`config.mk`:
```
export PLATFORM = sky130hd
export DESIGN_NAME = skvc_ram
export DESIGN_NICKNAME = d
export VERILOG_FILES = /design/src/rtl/skvc_ram.sv
export SDC_FILE = /design/constraint.sdc
export NUM_CORES = 2
export LEC_CHECK = 0
export ABC_AREA = 0
export BUFFER_PORTS_ARGS = -buffer_cell sky130_fd_sc_hd__buf_2
export CAP_MARGIN = 25
export CORE_ASPECT_RATIO = 1.4
export CORE_MARGIN = 2
export CORE_UTILIZATION = 50
export CTS_CLUSTER_SIZE = 8
export DETAILED_ROUTE_END_ITERATION = 16
export PLACE_DENSITY = 0.62
export SYNTH_ARGS = -nofsm -noshare
export SYNTH_HDL_FRONTEND = slang
export SYNTH_SLANG_ARGS = --single-unit
```
`constraint.sdc`:
```
create_clock -name clk -period 2.35 [get_ports clk]
set_input_delay 0 -clock clk [delete_from_list [all_inputs] [get_ports clk]]
set_output_delay 0 -clock clk [all_outputs]
set_load 0.01 [all_outputs]
```
`src/rtl/skvc_ram.sv`:
```
// Generic single-write, single-read RAM with a registered read port.
`default_nettype none

module skvc_ram #(
  parameter int unsigned WIDTH = 8,
  parameter int unsigned DEPTH = 256
) (
  input  wire logic                     clk,
  input  wire logic                     wr_en,
  input  wire logic [$clog2(DEPTH)-1:0] wr_addr,
  input  wire logic [WIDTH-1:0]         wr_data,
  input  wire logic                     rd_en,
  input  wire logic [$clog2(DEPTH)-1:0] rd_addr,
  output logic      [WIDTH-1:0]         rd_data
);

  logic [WIDTH-1:0] mem [DEPTH];
  logic [WIDTH-1:0] rd_data_r;

  always_ff @(posedge clk) begin
    if (wr_en) begin
      mem[wr_addr] <= wr_data;
    end
    if (rd_en) begin
      rd_data_r <= mem[rd_addr];
    end
  end

  assign rd_data = rd_data_r;

endmodule

`default_nettype wire

```
==> metrics.md <==
| Metric | Value |
|---|---|
| Crit path arrival time | `3000 ps` |
| Clock buffer count from CTS | `307` |
| Worst-path clk slew | `50 ps` |
| Final worst setup slack | `-2.622 ps` |
| Final non-filler cell total | `6,713` |
| CP most frequent cell | `buf_4` |
| Register area share after synthesis | `77.53%` |
| DR WL/cell | `30.65 µm` |
| CTS tree | `yes` |
| IO Port Bufs | `34` |
| Drt first pass iters | `5` |
| Worst slew margin | `54.05%` |
| Hold Fails Final Rpt | `0` |
| CP bufs+invs | `2` |
| Syn Inst Count | `3,733` |
| Vias in the first global route | `43,280` |
| Drt drc | `0` |
| Status | `complete, but fails checks` |
| Die span in x | `341.3 µm` |
| Most frequent cells in the layout | `edfxtp_1 (2,056), buf_4 (653), mux4_2 (454)` |
| Number of flops mapped to enable cells by yosys | `2,056` |
| Die height | `476.2 µm` |
| Antenna violation net count after detailed routing | `0` |
| Distinct cells, synth | `54` |
| Worst Max-Slew Pin Slew | `684.0 ps` |
| #FFs+latches synth | `2,056` |
| HP Class | `in -> reg` |
| Slowest CP cell | `mux4_2` |
| H-tree levels | `5` |
| Worst Clk Skew | `45.51 ps` |
| Top Ports | `35` |
| Synth Warn # | `0` |
| DP Worst Slack | `-830.7 ps` |
| Net count after synthesis | `3,760` |
| Clock buffer depth | `4` |
| Fillers | `11,160` |
| Top_reg_cell synth | `edfxtp_1` |
| Cell Pwr Density | `855.3 nW/µm²` |
| Fin crit share | `100.1%` |
| Slew Viols, Final | `0` |
| Antenna violations before repair | `11` |
| Critical Path Max Stage Delay | `500 ps` |
| CP endpoint kind | `register` |
| Leak | `0.03154 µW` |
| Fin crit period | `2353 ps` |
| Hold Worst Slack | `65.58 ps` |
| # Post-CTS Setup Buffers | `0` |
| CP startpoint kind | `register` |
| GRT Total Usage | `25.62%` |
| Worst-skew pair later-pin latency | `910 ps` |
| Final WL | `205,800 µm` |
| Placed instance count | `6,368` |
| Ys async rst share | `0%` |
| GP Congestion | `0.8848` |
| Layout cells sized above 1 | `35.00%` |
| CP Data Required Time | `3000 ps` |
| Post-DP HPWL | `135,700 µm` |
| Root buf cell | `clkbuf_16` |
| Die area | `162,500 µm²` |
| MaxCap Viol Count | `0` |
| Fmax | `0.4251 GHz` |
| Util after Layout | `60.66%` |
| Starting density of the core | `50.26%` |
| Top delay family on crit path | `multiplexers` |
| Grt ovf | `0` |
| Setup violations, final | `1` |
| Via count | `41,260` |
| Crit-path cells | `mux4_2, a22oi_1, a21oi_1, buf_4, nor4_4, buf_4, nor4_2` |
| Core Footprint | `158,400 µm²` |
| Row count | `173` |
| Count of clock tree sinks | `2,056` |
| CP max FO | `1` |
| Critical path type | `reg -> reg` |
| Final net count | `4,622` |
| Synth-to-layout area growth | `20.70%` |
| Failing checks | `setup timing` |
| Via density | `6.146` |
| Commonest non-fill, non-tap cell in the layout | `edfxtp_1` |
| Max VDD drop | `0.0008668 V` |
| Global-route wire length before repair | `299,800 µm` |
| Initial DRC count | `3,867` |
| Largest net degree at the start of global routing | `86` |
| Avg Inst Size Synth | `21.33 µm²` |
| Post-Syn Area | `79,640 µm²` |
| RSZ-0062 raised after global routing | `true` |
[synthesized netlist by cell type, drive strengths merged (27+ instances only)]
cell type / n / area, µm²
edfxtp: 2056 / 61740
mux4: 456 / 10280
nor2: 282 / 1059
mux2i: 134 / 1341
a22oi: 133 / 998.5
buf: 122 / 1032
clkbuf: 111 / 416.7
a21oi: 96 / 480.5
o221ai: 47 / 417.9
nand3: 34 / 170.2
nand2: 33 / 123.9
nor2b: 31 / 193.9
o22ai: 28 / 175.2
nor4: 27 / 187.7
[flip-flops by register name (all words and copies together) (netlist names)]
register and flops:
mem 2048, rd_data 8
[power by group]
group | switching, µW | internal, µW | total [µW]
Sequential | 51.5 | 40500 | 40600
Clock | 14100 | 23100 | 37200
Combinational | 2590 | 1830 | 4420
Total | 16800 | 65400 | 82200
[worst reg2reg max path, stage by stage (launching register included)]
cell and delay (ps):
edfxtp_1 360, mux4_2 500, a22oi_1 300, a21oi_1 160, buf_4 180, nor4_4 360, buf_4 220, nor4_2 50
[logic make-up (layout without fill, tap and decap cells)]
kind of cell	after synthesis	count (layout)	synth area share, %
flip-flops	2056	2056	77.53
multiplexers	591	591	14.60
AND/OR/NAND/NOR	466	466	2.625
AO/OA/AOI/OAI	385	385	3.416
buffers and inverters	235	1110	1.829
other	0	5	0
[area by class of cell]
cell class | instances | area [µm²] | share of cell area (%)
Antenna cell | 5 | 12.51 | 0.01302
Clock buffer | 311 | 7782 | 8.097
Clock inverter | 11 | 113.9 | 0.1185
Inverter | 2 | 7.507 | 0.007810
Multi-Input combinational cell | 1442 | 16910 | 17.59
Sequential cell | 2056 | 61740 | 64.23
Tap cell | 2100 | 2628 | 2.734
Timing Repair Buffer | 786 | 6932 | 7.211
[per-stage QoR]
stage | setup TNS [ps] | instance area, µm² | power [µW]
after global placement | -5539 | 87600 | 45520
final | -2.622 | 96120 | 82210
after detailed placement | -5590 | 87610 | 45570
after CTS | -3.867 | 96020 | 82750
after global routing | -81.18 | 96110 | 84420
after floorplan | 0 | 79640 | 43220
[final timing paths]
kind / from / end / slack (ps) / depth (start not counted)
max reg2reg: mem[247][6]$_DFFE_PP_ / rd_data[6]$_DFFE_PP_ / -3 / 7
min: wr_en / mem[10][6]$_DFFE_PP_ / 70 / 4
min reg2reg: mem[4][3]$_DFFE_PP_ / rd_data[3]$_DFFE_PP_ / 1260 / 6
max: mem[247][6]$_DFFE_PP_ / rd_data[6]$_DFFE_PP_ / -3 / 7
[per-layer routing]
| layer | share of wire [%] | global-route usage [%] |
|---|---|---|
| met5 | 0.031 | 0 |
| met2 | 53 | 44.46 |
| met3 | 6.6 | 4.238 |
| met4 | 3.7 | 9.944 |
| met1 | 37 | 32.25 |
[timing repair]
item                        CTS  global route
gates resized for setup      51            21
setup endpoints to repair     8            12
pin swaps                    18            12
hold buffers                 21             0
hold endpoints to repair   2648             0
No activity file was read; power rests on OpenSTA's default activity.
